### src/design/assert_macros.svh
// Assertion macros shared by the RTL.
`ifndef ASSERT_MACROS_SVH
`define ASSERT_MACROS_SVH

// Property must hold at every clock edge out of reset.
`define ASSERT_PROP(name, clk, rst, prop, msg) \
   name: assert property (@(posedge clk) disable iff (rst) (prop)) else $error(msg);

// Condition must never be seen at a clock edge out of reset.
`define ASSERT_NEVER(name, clk, rst, cond, msg) \
   name: assert property (@(posedge clk) disable iff (rst) !(cond)) else $error(msg);

`endif

### src/design/fts_pkg.sv
// Shared constants, command codes and interface types of the frame time statistics core.
`default_nettype none
package fts_pkg;
   localparam int CAPACITY  = 1024;
   localparam int PTR_W     = 10;
   localparam int CNT_W     = 11;
   localparam int TIME_W    = 24;
   localparam int TOTAL_W   = 34;
   localparam int LIM_W     = 26;
   localparam int FPS_W     = 27;
   localparam int CFG_W     = 6;
   localparam int TOPN      = 11;
   localparam int TOP_IDX_W = 4;
   localparam int SLOW_W    = 28;
   localparam int RTOT_W    = 25;
   localparam int DIV_W     = 37;
   localparam int DIV_CNT_W = 6;
   localparam int OP_W      = 4;
   localparam int SEL_W     = 2;

   localparam logic [CFG_W-1:0]  CFG_RESET    = 6'd10;
   localparam logic [CFG_W-1:0]  CFG_MAX      = 6'd60;
   localparam logic [RTOT_W-1:0] RECENT_SPAN  = 25'd500000;
   localparam logic [FPS_W-1:0]  FPS_SCALE    = 27'd100000000;
   localparam logic [LIM_W-1:0]  US_PER_S     = 26'd1000000;

   // datapath operations
   localparam logic [OP_W-1:0] OP_NONE       = 4'd0;
   localparam logic [OP_W-1:0] OP_LOAD       = 4'd1;
   localparam logic [OP_W-1:0] OP_CLEAR      = 4'd2;
   localparam logic [OP_W-1:0] OP_EVICT_RD   = 4'd3;
   localparam logic [OP_W-1:0] OP_EVICT_SUB  = 4'd4;
   localparam logic [OP_W-1:0] OP_WRITE      = 4'd5;
   localparam logic [OP_W-1:0] OP_TRIM_RD    = 4'd6;
   localparam logic [OP_W-1:0] OP_TRIM_DROP  = 4'd7;
   localparam logic [OP_W-1:0] OP_SCAN_START = 4'd8;
   localparam logic [OP_W-1:0] OP_SCAN       = 4'd9;
   localparam logic [OP_W-1:0] OP_SUM        = 4'd10;
   localparam logic [OP_W-1:0] OP_MUL        = 4'd11;
   localparam logic [OP_W-1:0] OP_DIV_START  = 4'd12;
   localparam logic [OP_W-1:0] OP_DIV        = 4'd13;

   // divider jobs
   localparam logic [SEL_W-1:0] SEL_FPS    = 2'd0;
   localparam logic [SEL_W-1:0] SEL_MEAN   = 2'd1;
   localparam logic [SEL_W-1:0] SEL_LOW    = 2'd2;
   localparam logic [SEL_W-1:0] SEL_RECENT = 2'd3;

   typedef struct packed {
      logic [OP_W-1:0]  op;
      logic [SEL_W-1:0] sel;
   } cmd_type;

   typedef struct packed {
      logic in_zero;
      logic full;
      logic held_le1;
      logic trim_stop;
      logic scan_done;
      logic sum_done;
      logic div_done;
   } status_type;

   typedef struct packed {
      logic               stats_valid;
      logic [FPS_W-1:0]   fps_x100;
      logic [TIME_W-1:0]  mean_frame_us;
      logic [FPS_W-1:0]   low_fps_x100;
      logic [TIME_W-1:0]  max_frame_us;
      logic [TOTAL_W-1:0] window_total_us;
      logic [CNT_W-1:0]   frame_count;
      logic [TIME_W-1:0]  recent_mean_us;
   } result_type;
endpackage
`default_nettype wire

### src/design/fts_ctrl.sv
// Sequencer for the frame time statistics core.
`default_nettype none
module fts_ctrl (
   input  wire                 clock,
   input  wire                 reset,
   input  wire                 req_valid,
   input  fts_pkg::status_type status,
   input  wire                 out_free,
   output logic                ready,
   output fts_pkg::cmd_type    cmd,
   output logic                out_load
);
   localparam logic [3:0] S_IDLE       = 4'd0;
   localparam logic [3:0] S_EVICT_RD   = 4'd1;
   localparam logic [3:0] S_EVICT_SUB  = 4'd2;
   localparam logic [3:0] S_WRITE      = 4'd3;
   localparam logic [3:0] S_TRIM_RD    = 4'd4;
   localparam logic [3:0] S_TRIM_CHK   = 4'd5;
   localparam logic [3:0] S_SCAN_START = 4'd6;
   localparam logic [3:0] S_SCAN       = 4'd7;
   localparam logic [3:0] S_SUM        = 4'd8;
   localparam logic [3:0] S_MUL        = 4'd9;
   localparam logic [3:0] S_DIV_START  = 4'd10;
   localparam logic [3:0] S_DIV_RUN    = 4'd11;
   localparam logic [3:0] S_DONE       = 4'd12;

   logic [3:0]                  state_ff, state_in;
   logic [fts_pkg::SEL_W-1:0]   sel_ff, sel_in;

   always_comb begin
      state_in = state_ff;
      sel_in   = sel_ff;
      cmd.op   = fts_pkg::OP_NONE;
      cmd.sel  = sel_ff;
      ready    = 1'b0;
      out_load = 1'b0;
      unique case (state_ff)
         S_IDLE: begin
            ready = 1'b1;
            if (req_valid) begin
               if (status.in_zero) begin
                  cmd.op   = fts_pkg::OP_CLEAR;
                  state_in = S_DONE;
               end else begin
                  cmd.op   = fts_pkg::OP_LOAD;
                  state_in = status.full ? S_EVICT_RD : S_WRITE;
               end
            end
         end
         S_EVICT_RD: begin
            cmd.op   = fts_pkg::OP_EVICT_RD;
            state_in = S_EVICT_SUB;
         end
         S_EVICT_SUB: begin
            cmd.op   = fts_pkg::OP_EVICT_SUB;
            state_in = S_WRITE;
         end
         S_WRITE: begin
            cmd.op   = fts_pkg::OP_WRITE;
            state_in = S_TRIM_RD;
         end
         S_TRIM_RD: begin
            if (status.held_le1) begin
               state_in = S_SCAN_START;
            end else begin
               cmd.op   = fts_pkg::OP_TRIM_RD;
               state_in = S_TRIM_CHK;
            end
         end
         S_TRIM_CHK: begin
            if (status.trim_stop) begin
               state_in = S_SCAN_START;
            end else begin
               cmd.op   = fts_pkg::OP_TRIM_DROP;
               state_in = S_TRIM_RD;
            end
         end
         S_SCAN_START: begin
            cmd.op   = fts_pkg::OP_SCAN_START;
            state_in = S_SCAN;
         end
         S_SCAN: begin
            cmd.op = fts_pkg::OP_SCAN;
            if (status.scan_done) state_in = S_SUM;
         end
         S_SUM: begin
            if (status.sum_done) begin
               state_in = S_MUL;
            end else begin
               cmd.op = fts_pkg::OP_SUM;
            end
         end
         S_MUL: begin
            cmd.op   = fts_pkg::OP_MUL;
            sel_in   = fts_pkg::SEL_FPS;
            state_in = S_DIV_START;
         end
         S_DIV_START: begin
            cmd.op   = fts_pkg::OP_DIV_START;
            state_in = S_DIV_RUN;
         end
         S_DIV_RUN: begin
            cmd.op = fts_pkg::OP_DIV;
            if (status.div_done) begin
               if (sel_ff == fts_pkg::SEL_RECENT) begin
                  state_in = S_DONE;
               end else begin
                  sel_in   = sel_ff + 1'b1;
                  state_in = S_DIV_START;
               end
            end
         end
         S_DONE: begin
            if (out_free) begin
               out_load = 1'b1;
               state_in = S_IDLE;
            end
         end
         default: state_in = S_IDLE;
      endcase
   end

   always_ff @(posedge clock) begin
      if (reset) begin
         state_ff <= S_IDLE;
         sel_ff   <= fts_pkg::SEL_FPS;
      end else begin
         state_ff <= state_in;
         sel_ff   <= sel_in;
      end
   end
endmodule
`default_nettype wire

### config.mk
export PLATFORM = sky130hd
export DESIGN_NAME = fts_ctrl
export DESIGN_NICKNAME = d
export VERILOG_FILES = /design/src/design/assert_macros.svh /design/src/design/fts_pkg.sv /design/src/design/fts_ctrl.sv
export SDC_FILE = /design/constraint.sdc
export NUM_CORES = 1
export LEC_CHECK = 0
export BUFFER_PORTS_ARGS = -buffer_cell sky130_fd_sc_hd__buf_4
export CAP_MARGIN = 30
export CORE_AREA = 3 3 45 47
export CTS_BUF_LIST = sky130_fd_sc_hd__clkbuf_4 sky130_fd_sc_hd__clkbuf_8
export CTS_CLUSTER_SIZE = 30
export DETAILED_ROUTE_END_ITERATION = 6
export DIE_AREA = 0 0 48 50
export SYNTH_ARGS = -nofsm -noshare
export SYNTH_HDL_FRONTEND = slang
export SYNTH_SLANG_ARGS = --single-unit
### constraint.sdc
create_clock -name clock -period 3.8 [get_ports clock]
set_input_delay 0.19 -clock clock [delete_from_list [all_inputs] [get_ports clock]]
set_output_delay 0.19 -clock clock [all_outputs]
set_load 0.05 [all_outputs]
# Yosys cells after proc, flatten, opt, wreduce, memory -nomap -nowiden
# Cells that the tools add are included.
# op_classes
addsub,1
multipliers,0
n_div,0
magnitude_cmp,0
n_eq_ne,19
shifts,0
n_mux,23
bitwise_logic,0
n_reduce_logical,4
# op_table
cell,count
case mux 4 bit (13 select lines),1
case mux 4 bit (12 select lines),1
two-way mux 4 bit,7
"equality test 4 bit, second input constant",5
"equality test 4 x 3 -> 1 bit, second input constant",4
two-way mux 2 bit,7
"inequality test 2 bit, second input constant",6
two-way mux 3 bit,3
"equality test 4 x 2 -> 1 bit, second input constant",2
AND reduction 5 bit,1
"equality test 4 x 1 -> 1 bit, second input constant",1
zero test 4 bit,1
case mux 2 bit (2 select lines),1
two-way mux 1 bit,3
AND reduction 3 bit,1
"adder 2 x 1 -> 2 bit, second input constant",1
"equality test 2 bit, second input constant",1
nonzero test 2 bit,1
# totals
ff_bits,6
latch_bits,0
ram_bits,0
mem_bits_ro,0
input_bits,11
output_inout_bits,8
n_memories,0

# Logic depth before layout (Yosys ltp)
# Gate-level depths: netlist of the first run.
# depth
ltp_word,4
depth_mapped,7

# Worst setup path after synthesis of the first run
# Ideal clock, no wire load.
# synth_path
kind,reg2out
start,register state_ff[1]
end,output port cmd[2] in the netlist's numbering
t_arrival_ns,2.376
path_slack_ns,1.234
path_stages_with_launch,5
path_buffers,1
path_cell_list,dfxtp_1 -> buf_6 -> nor4_4 -> nand2_1 -> o21ai_0
# synth_lines
item,line,text
"start, declared",fts_ctrl.sv:27,"logic [3:0] state_ff, state_in;"
"start signal, assigned",fts_ctrl.sv:128,state_ff <= state_in;
"end, declared",fts_ctrl.sv:10,"output fts_pkg::cmd_type cmd,"

==> results.md, run 1 <==
- Outcome: finished clean
- Synthesized cell area: 660.6 sq um
- Clk_skew: 0.005296 ns
- Power, Total: 750.3 uW
- Crit Path Max Fanout: 18
- Async SR Flop Fraction: 0%
- Worst Hold End: sel_ff[0]
- CP arrival: 1.87 ns
- Clk sinks: 6
- Syn_area_per_cell: 7.865 sq um
- Vias post-DR: 633
- FILL cells: 189
- Buffers and inverters on the worst path: 1
- Hold_sp: reset
- Post-CTS resize count: 0
- Worst R2R End: state_ff[1]
- Nets@finish: 112
- Clock share of power: 7.7%
- CTS tree: yes
- Sw Share: 58.84%
- Final Cycle Share: 54.31%
- Reg-to-reg slack, setup: 2.04 ns
- Worst setup EP type: output port
- Fin. max-slew vios: 0
- Die ar.: 2400 sq um
- Core ar.: 1689 sq um
- Cell Chain, Critical Path: nor2_1, a21oi_1, a22o_1, buf_4
- Initial cell density of the core: 39.11%
- Post-CTS Setup Bufs: 0
- Post-Route WL: 1.485 mm
- Post-synth EDFFs: 0
- Total grt overflow: 0
- Hold Vio Cnt, Final: 0
- First-pass detailed-route iteration total: 6
- Drt initial violations: 8
- Antenna Nets Post-Route: 0
- Biggest cell delay along the critical path: 0.83 ns
- Largest net degree at the start of global routing: 23
- Syn Nets: 96
- Req. time, crit path: 3.61 ns
- Commonest cells after routing, fill and taps aside: 18 x buf_4, 9 x nor2_1, 9 x a21oi_1
- Num rows: 15
- Min-Delay Path Class: input pin to flop
- First-pass GRT wire length: 2.484 mm
- Hold Buf Count CTS: 0
- Net Switching: 441.5 uW
- Top FF cell, synth: dfxtp_1
- Setup TNS: 0 ns
- Stages on the worst setup path: 4
- H-tree levels: 1
- R2R cell count: 5
- Clk slew on worst S/H paths: 0.05 ns
- Syn Inst Count: 84
- RSZ-0062 raised after global routing: false
- Final core utilization: 44.89%
- Slew margin rel.: 47.43%
- Power density over the cells: 989.6 nW/um^2
- Die width: 48 microns
- Synth Register Bits: 6
- Max cap viols: 0
- Yosys cell types: 34
- IO Pins: 19
- Post-DP HPWL: 1.064 mm
- Peak supply drop: 0.3474 mV
- Reg-to-reg startpoint: state_ff[1]
- Sequential power share: 27.3%
- Worst-Margin Slew: 0.7875 ns
- Setup CP Type: flop to output port
- Root buffer cell: clkbuf_4
- CP startpoint kind: flop
- Placer Congestion: 0.7935
- Logic pwr share: 65.1%
- Slowest-stage cell, CP: dfxtp_1
- Max clock buf depth: 2
- Cell family with most CP delay: flip-flops
- Most common cell after layout, fill and taps aside: buf_4
- Clock Latency Late Sink: 0.24 ns
- Layout area overhead: 14.77%
- Final-report setup violation count: 0
- Layout cells sized above 1: 28.57%
- Die Y: 50 microns
- Vias in the first global route: 534
- DRC violations left: 0
- Initial antenna violation count: 0
- Diodes inserted: 0
- Warnings, synthesis: 0
- Min Clock Period, post-route: 2.064 ns
- Internal power: 308.8 uW
- Max Fclk: 484.5 MHz
- Avg WL per Cell: 12.91 microns
- Leakage: 0.3140 nW
- Global-route usage over all layers: 14.27%
- WHS Path Cells: 2
- Post-synthesis sequential area ratio: 18.18%
- Input/output buffers: 18
- Vias/cell: 5.504
- CTS Buf Count: 3
-- worst register-to-register path: stages, from the launching register on --
cell,delay [ns]
dfxtp_1,0.83
nor2_1,0.25
nand3_1,0.15
o41ai_1,0.08
a211oi_1,0.26
o21ai_1,0.08
-- state kept, by name, summed over array words and instances, names as in the netlist --
name      count
state_ff      4
sel_ff        2
-- cell families (layout without fill, tap and decap cells) --
kind of cell	Yosys count	in the layout	synth area share, %
buffers and inverters	11	25	14.58
DFF	6	6	18.18
AOI/OAI and AO/OA	29	29	28.03
adders and majority gates	1	1	1.894
muxes	1	1	1.515
and+or+nand+nor	36	36	35.80
-- final cells by class --
cell class	count	area, sq um	area share, %
Clock buffer	3	22.52	2.970
Inverter	4	15.01	1.980
Multi-Input combinational cell	67	444.2	58.58
Sequential cell	6	120.1	15.84
Tap cell	17	21.27	2.805
Timing Repair Buffer	18	135.1	17.82
-- routing by layer --
layer / GRT usage, % / wire length [microns]
met5: 0 / 0
met4: 4.036 / 15
met3: 5.474 / 73
met2: 18.72 / 643
met1: 21.18 / 753
-- cells in the mapped netlist, drive strengths merged (2+ instances only) --
cell,number,share of area [%]
nand3,5,3.8
inv,4,2.3
nor4,2,6.4
o31ai,3,3.4
buf,6,10
a22oi,2,2.3
a21oi,9,6.8
dfxtp,6,18
nand3b,2,2.3
nor2b,2,2.3
o21ai,8,6.6
nor3,2,1.5
nand2,4,3.4
nor2,9,5.1
nand2b,6,5.7
-- power groups by stage --
stage,registers [mW],clock network [mW],logic (mW)
floorplan,0.108,0,0.526
global placement,0.206,0,0.493
detailed placement,0.205,0,0.488
CTS,0.204,0.0603,0.490
global route,0.217,0.0661,0.528
finish,0.205,0.0574,0.488
-- worst max path at each step --
stage                      startpoint  slack, ns     end
final                     state_ff[1]       1.74  cmd[5]
after CTS                 state_ff[1]       1.73  cmd[5]
after detailed placement  state_ff[1]       2.01  cmd[5]
after global routing      state_ff[1]       1.63  cmd[5]
after global placement    state_ff[1]       1.97  cmd[5]
after floorplan           state_ff[1]       1.23  cmd[2]
-- metrics by stage --
stage | hold slack (ns) | setup WS [ns] | instances | area [sq um]
5_1_grt | 0.1390 | 1.629 | 115 | 758.2
2_1_floorplan | 0.2591 | 1.234 | 84 | 660.6
3_5_place_dp | 0.3959 | 2.005 | 112 | 735.7
4_1_cts | 0.1418 | 1.728 | 115 | 758.2
3_3_place_gp | 0.4006 | 1.972 | 112 | 735.7
6_report | 0.1520 | 1.736 | 115 | 758.2
Note: power is estimated with default switching activity, not from simulation.
==> run 2, diff against run 1 <==
Clock period 3.8 ns to 1.9 ns, I/O delays scaled along.
==> run 2 against run 1 <==
  * Largest cell class unchanged
  * Largest power group unchanged
  * Clock skew down 0.0050 ns
  * Cell count up 3.5%
  * Count of clock-buffer cells in the layout unchanged
  * Die area unchanged
==> results.md, run 2 (synthesis gave the netlist of run 1 again) <==
- Outcome: finished clean
- Final core utilization: 47.19%
- Global-route usage over all layers: 13.83%
- Worst setup EP type: output port
- DP Cell Count: 116
- Slowest-stage cell, CP: dfxtp_1
- WHS Path Cells: 2
- Largest net degree at the start of global routing: 16
- Crit Path Max Fanout: 15
- Peak supply drop: 0.7437 mV
- Min-Delay Path Class: input pin to flop
- Req. time, crit path: 1.80 ns
- Min Clock Period, post-route: 1.761 ns
- Setup CP Type: flop to output port
- Max clock buf depth: 2
- First-pass detailed-route iteration total: 4
- Leakage: 0.3383 nW
- Die Y: 50 microns
- Most common cell after layout, fill and taps aside: buf_4
- CP arrival: 1.67 ns
- RSZ-0062 raised after global routing: false
- Post-DP HPWL: 1.170 mm
- Input/output buffers: 18
- Clk slew on worst S/H paths: 0.05 ns
- Clk_skew: 0.0002945 ns
- Initial cell density of the core: 39.11%
- Diodes inserted: 0
- IO Pins: 19
- Fin cells: 119
- Total grt overflow: 0
- Worst-Margin Slew: 0.6073 ns
- Antenna Nets Post-Route: 0
- Cell Chain, Critical Path: nor2_1, a21oi_1, a22o_1, buf_4
- Post-Route WL: 1.599 mm
- Die ar.: 2400 sq um
- CTS tree: yes
- Power, Total: 1.599 mW
- Setup TNS: 0 ns
- R2R cell count: 5
- Clock Latency Late Sink: 0.25 ns
- Worst Hold End: sel_ff[1]
- Vias post-DR: 678
- Commonest cells after routing, fill and taps aside: 22 x buf_4, 9 x nor2_1, 9 x a21oi_1
- Hold Worst Slack: 0.04833 ns
- Reg-to-reg slack, setup: 0.29 ns
- Biggest cell delay along the critical path: 0.70 ns
- Core ar.: 1689 sq um
- Worst R2R End: state_ff[0]
- Reg-to-reg startpoint: state_ff[0]
- Num rows: 15
- Max reg flops: 4
- Die width: 48 microns
- Avg WL per Cell: 13.44 microns
- Hold Vio Cnt, Final: 0
- Final Cycle Share: 92.70%
- Max Fclk: 567.8 MHz
- DRC violations left: 0
- Biggest register: state_ff
- Vias/cell: 5.697
- Slew margin rel.: 59.46%
- H-tree levels: 1
- Nets@finish: 116
- Final-report setup violation count: 0
- First-pass GRT wire length: 2.532 mm
- Post-CTS Setup Bufs: 0
- Max cap viols: 0
- Layout area overhead: 20.64%
- Vias in the first global route: 561
- CP startpoint kind: flop
- Layout cells sized above 1: 34.31%
- Clk sinks: 6
- Placer Congestion: 0.7888
- Power density over the cells: 2007 nW/um^2
- CTS Buf Count: 3
- Hold_sp: reset
- Critical path launch point: state_ff[0]
- Initial antenna violation count: 0
- Root buffer cell: clkbuf_4
- Fin. max-slew vios: 0
- Drt initial violations: 22
- Leading registers by flop count: state_ff: 4 flops, sel_ff: 2 flops
run 2: power by group:
part	switching, mW	internal, mW	total (mW)
sequential	0.172	0.172	0.344
clock	0.0493	0.0717	0.121
combinational	0.700	0.434	1.13
run 2: timing repair:
item,4_1_cts,5_1_grt
hold endpoints to repair,0,0
setup endpoints to repair,0,1
gates resized for setup,0,1
hold buffers,0,0
run 2: how the worst max path moves through the flow:
stage,endpoint
floorplan,cmd[2]
global placement,state_ff[0]
detailed placement,state_ff[0]
CTS,cmd[2]
global route,cmd[5]
finish,cmd[5]
run 2: area by class of cell:
cell class | instances | area [sq um]
clock buffer | 3 | 22.52
tap | 17 | 21.27
multi-input combinational | 67 | 451.7
timing repair buffer | 22 | 165.2
fill | 179 | 892.1
inverter | 4 | 15.01
sequential | 6 | 121.4
run 2: critical path: cells and delay by family (launching register included):
| family | cells | cell delay (ns) |
|---|---|---|
| buf+inv | 1 | 0.19 |
| flops | 1 | 0.70 |
| compound gates | 2 | 0.33 |
| simple gates | 1 | 0.20 |
run 2: layer usage:
metal | global-route usage [%] | vias to the layer above | share of wire (%)
met5 | 0 | - | 0
met4 | 2.691 | 0 | 0.50
met2 | 17.84 | 23 | 45
li1 | - | 346 | -
met3 | 3.650 | 2 | 6.1
met1 | 22.39 | 307 | 48
run 2: stage by stage:
step	setup WS, ns	area [sq um]
floorplan	0.02539	668.1
finish	0.1387	797.0
global route	0.02607	797.0
global placement	0.2822	773.2
detailed placement	0.2932	773.2
CTS	0.07309	795.8
==> run 3, diff against run 2 <==
Clock period 1.9 ns to 1.42 ns, I/O delays scaled along.
==> run 3 against run 2 <==
  * The flow now finishes with violations (negative setup slack)
  * Die area unchanged
  * Core utilization up 18 points
  * Largest power group unchanged
  * Final area rose by 39%
  * Total power grew 100%
  * Combinational power up 140%
  * Flip-flop and latch count did not move
  * Wire length is 36% higher
  * Sequential power is 6.1% higher
  * Global-route usage increased by 3.3 points
  * Non-clock buffer count increased by 18
==> results.md, run 3 (synthesis gave the netlist of run 1 again) <==
- Cell Chain, Critical Path: buf_12, nor4_4, buf_4, nand2_4, o21ai_4, buf_6
- Diodes inserted: 0
- Max reg flops: 4
- Clock Latency Late Sink: 0.25 ns
- Power density over the cells: 2948 nW/um^2
- Outcome: finished with violations
- CTS tree: yes
- Cell family with most CP delay: buffers and inverters
- RSZ-0062 raised after global routing: true
- Die Y: 50 microns
- Hold Vio Cnt, Final: 0
- Biggest register: state_ff
- Core ar.: 1689 sq um
- Leading registers by flop count: state_ff: 4 flops, sel_ff: 2 flops
- Worst setup margin: -0.09753 ns
- Layout area overhead: 67.42%
- Antenna Nets Post-Route: 0
- Reg-to-reg slack, setup: 0.02 ns
- Pre-CTS WS: 0.02539 ns
- CP startpoint kind: flop
- Initial cell density of the core: 39.11%
- Biggest cell delay along the critical path: 0.34 ns
- Vias post-DR: 815
- Clk sinks: 6
- Max cap viols: 0
- Max Fclk: 659.0 MHz
- Final Cycle Share: 106.9%
- Hold Worst Slack: 0.01883 ns
- Vias in the first global route: 712
- Vias/cell: 5.949
- Hold_sp: reset
- Clk slew on worst S/H paths: 0.05 ns
- Max clock buf depth: 2
- Total grt overflow: 0
- Nets@finish: 134
- Avg WL per Cell: 15.83 microns
- Reg-to-reg startpoint: state_ff[2]
- Post-DP HPWL: 1.237 mm
- Setup CP Type: flop to output port
- Input/output buffers: 18
- Failing checks: negative setup slack
- Finished Cell Area: 1106 sq um
- Fin. max-slew vios: 0
- Hold Buf Count CTS: 0
- CTS Buf Count: 3
- Most common cell after layout, fill and taps aside: buf_4
- First-pass detailed-route iteration total: 4
- Fin cells: 137
- Buffers and inverters on the worst path: 3
- Peak supply drop: 1.533 mV
- H-tree levels: 1
- Final-report setup violation count: 4
- Min-Delay Path Class: input pin to flop
- Req. time, crit path: 1.35 ns
- Die ar.: 2400 sq um
- Num rows: 15
- Commonest cells after routing, fill and taps aside: 27 x buf_4, 9 x a21oi_1, 8 x buf_6
- Power, Total: 3.261 mW
- Slowest-stage cell, CP: dfxtp_4
- Initial antenna violation count: 0
- DRC violations left: 0
- DP Cell Count: 120
- Layout cells sized above 1: 54.17%
- Post-Place Cell Area: 862.1 sq um
- Worst-Margin Slew: 0.3596 ns
- IO Pins: 19
- Die width: 48 microns
- Critical path launch point: state_ff[2]
- Leakage: 0.4744 nW
- Root buffer cell: clkbuf_4
- Slew margin rel.: 75.84%
- CP arrival: 1.45 ns
- Global-route usage over all layers: 17.09%
- Drt initial violations: 40
- First-pass GRT wire length: 3.049 mm
- Worst setup EP type: output port
- Largest net degree at the start of global routing: 22
- Min Clock Period, post-route: 1.518 ns
- Post-Route WL: 2.169 mm
- Placer Congestion: 0.8439
- Crit Path Max Fanout: 6
- Clk_skew: 0.001511 ns
run 3: cell type report:
type	instances	area, sq um
clock buffer	3	22.52
fill	132	583.1
inverter	4	15.01
multi-input combinational	67	526.8
sequential	6	132.6
tap	17	21.27
timing repair buffer	40	387.9
run 3: path summary, 6_finish.rpt:
path            endpoint  depth (start not counted)
max reg2reg  state_ff[3]                          7
max               cmd[2]                          6
min reg2reg    sel_ff[1]                          2
min            sel_ff[1]                          2
run 3: where the power goes:
group          internal (mW)  switching, mW
Combinational           1.31           1.42
Sequential             0.252          0.113
Clock                 0.0958         0.0650
run 3: per-stage QoR:
step                      TNS, ns  utilization [%]
final                     -0.2265            65.48
after global routing      -0.7436            65.48
after CTS                 -0.3412            57.26
after detailed placement        0            51.04
after global placement          0            51.04
after floorplan            -1.612                -
run 3: per-layer routing:
layer,track usage [%],wire [microns]
met5,0,0
met4,5.381,44
met3,5.474,171
met2,23.79,1009
met1,24.40,943
run 3: what timing repair did:
item                                    CTS  global route
resized for setup                        12            17
hold endpoints to repair                  0             0
pin swaps                                 4            12
endpoints found under the setup margin    6            10
setup buffers                             5             9
gates cloned                              0             1
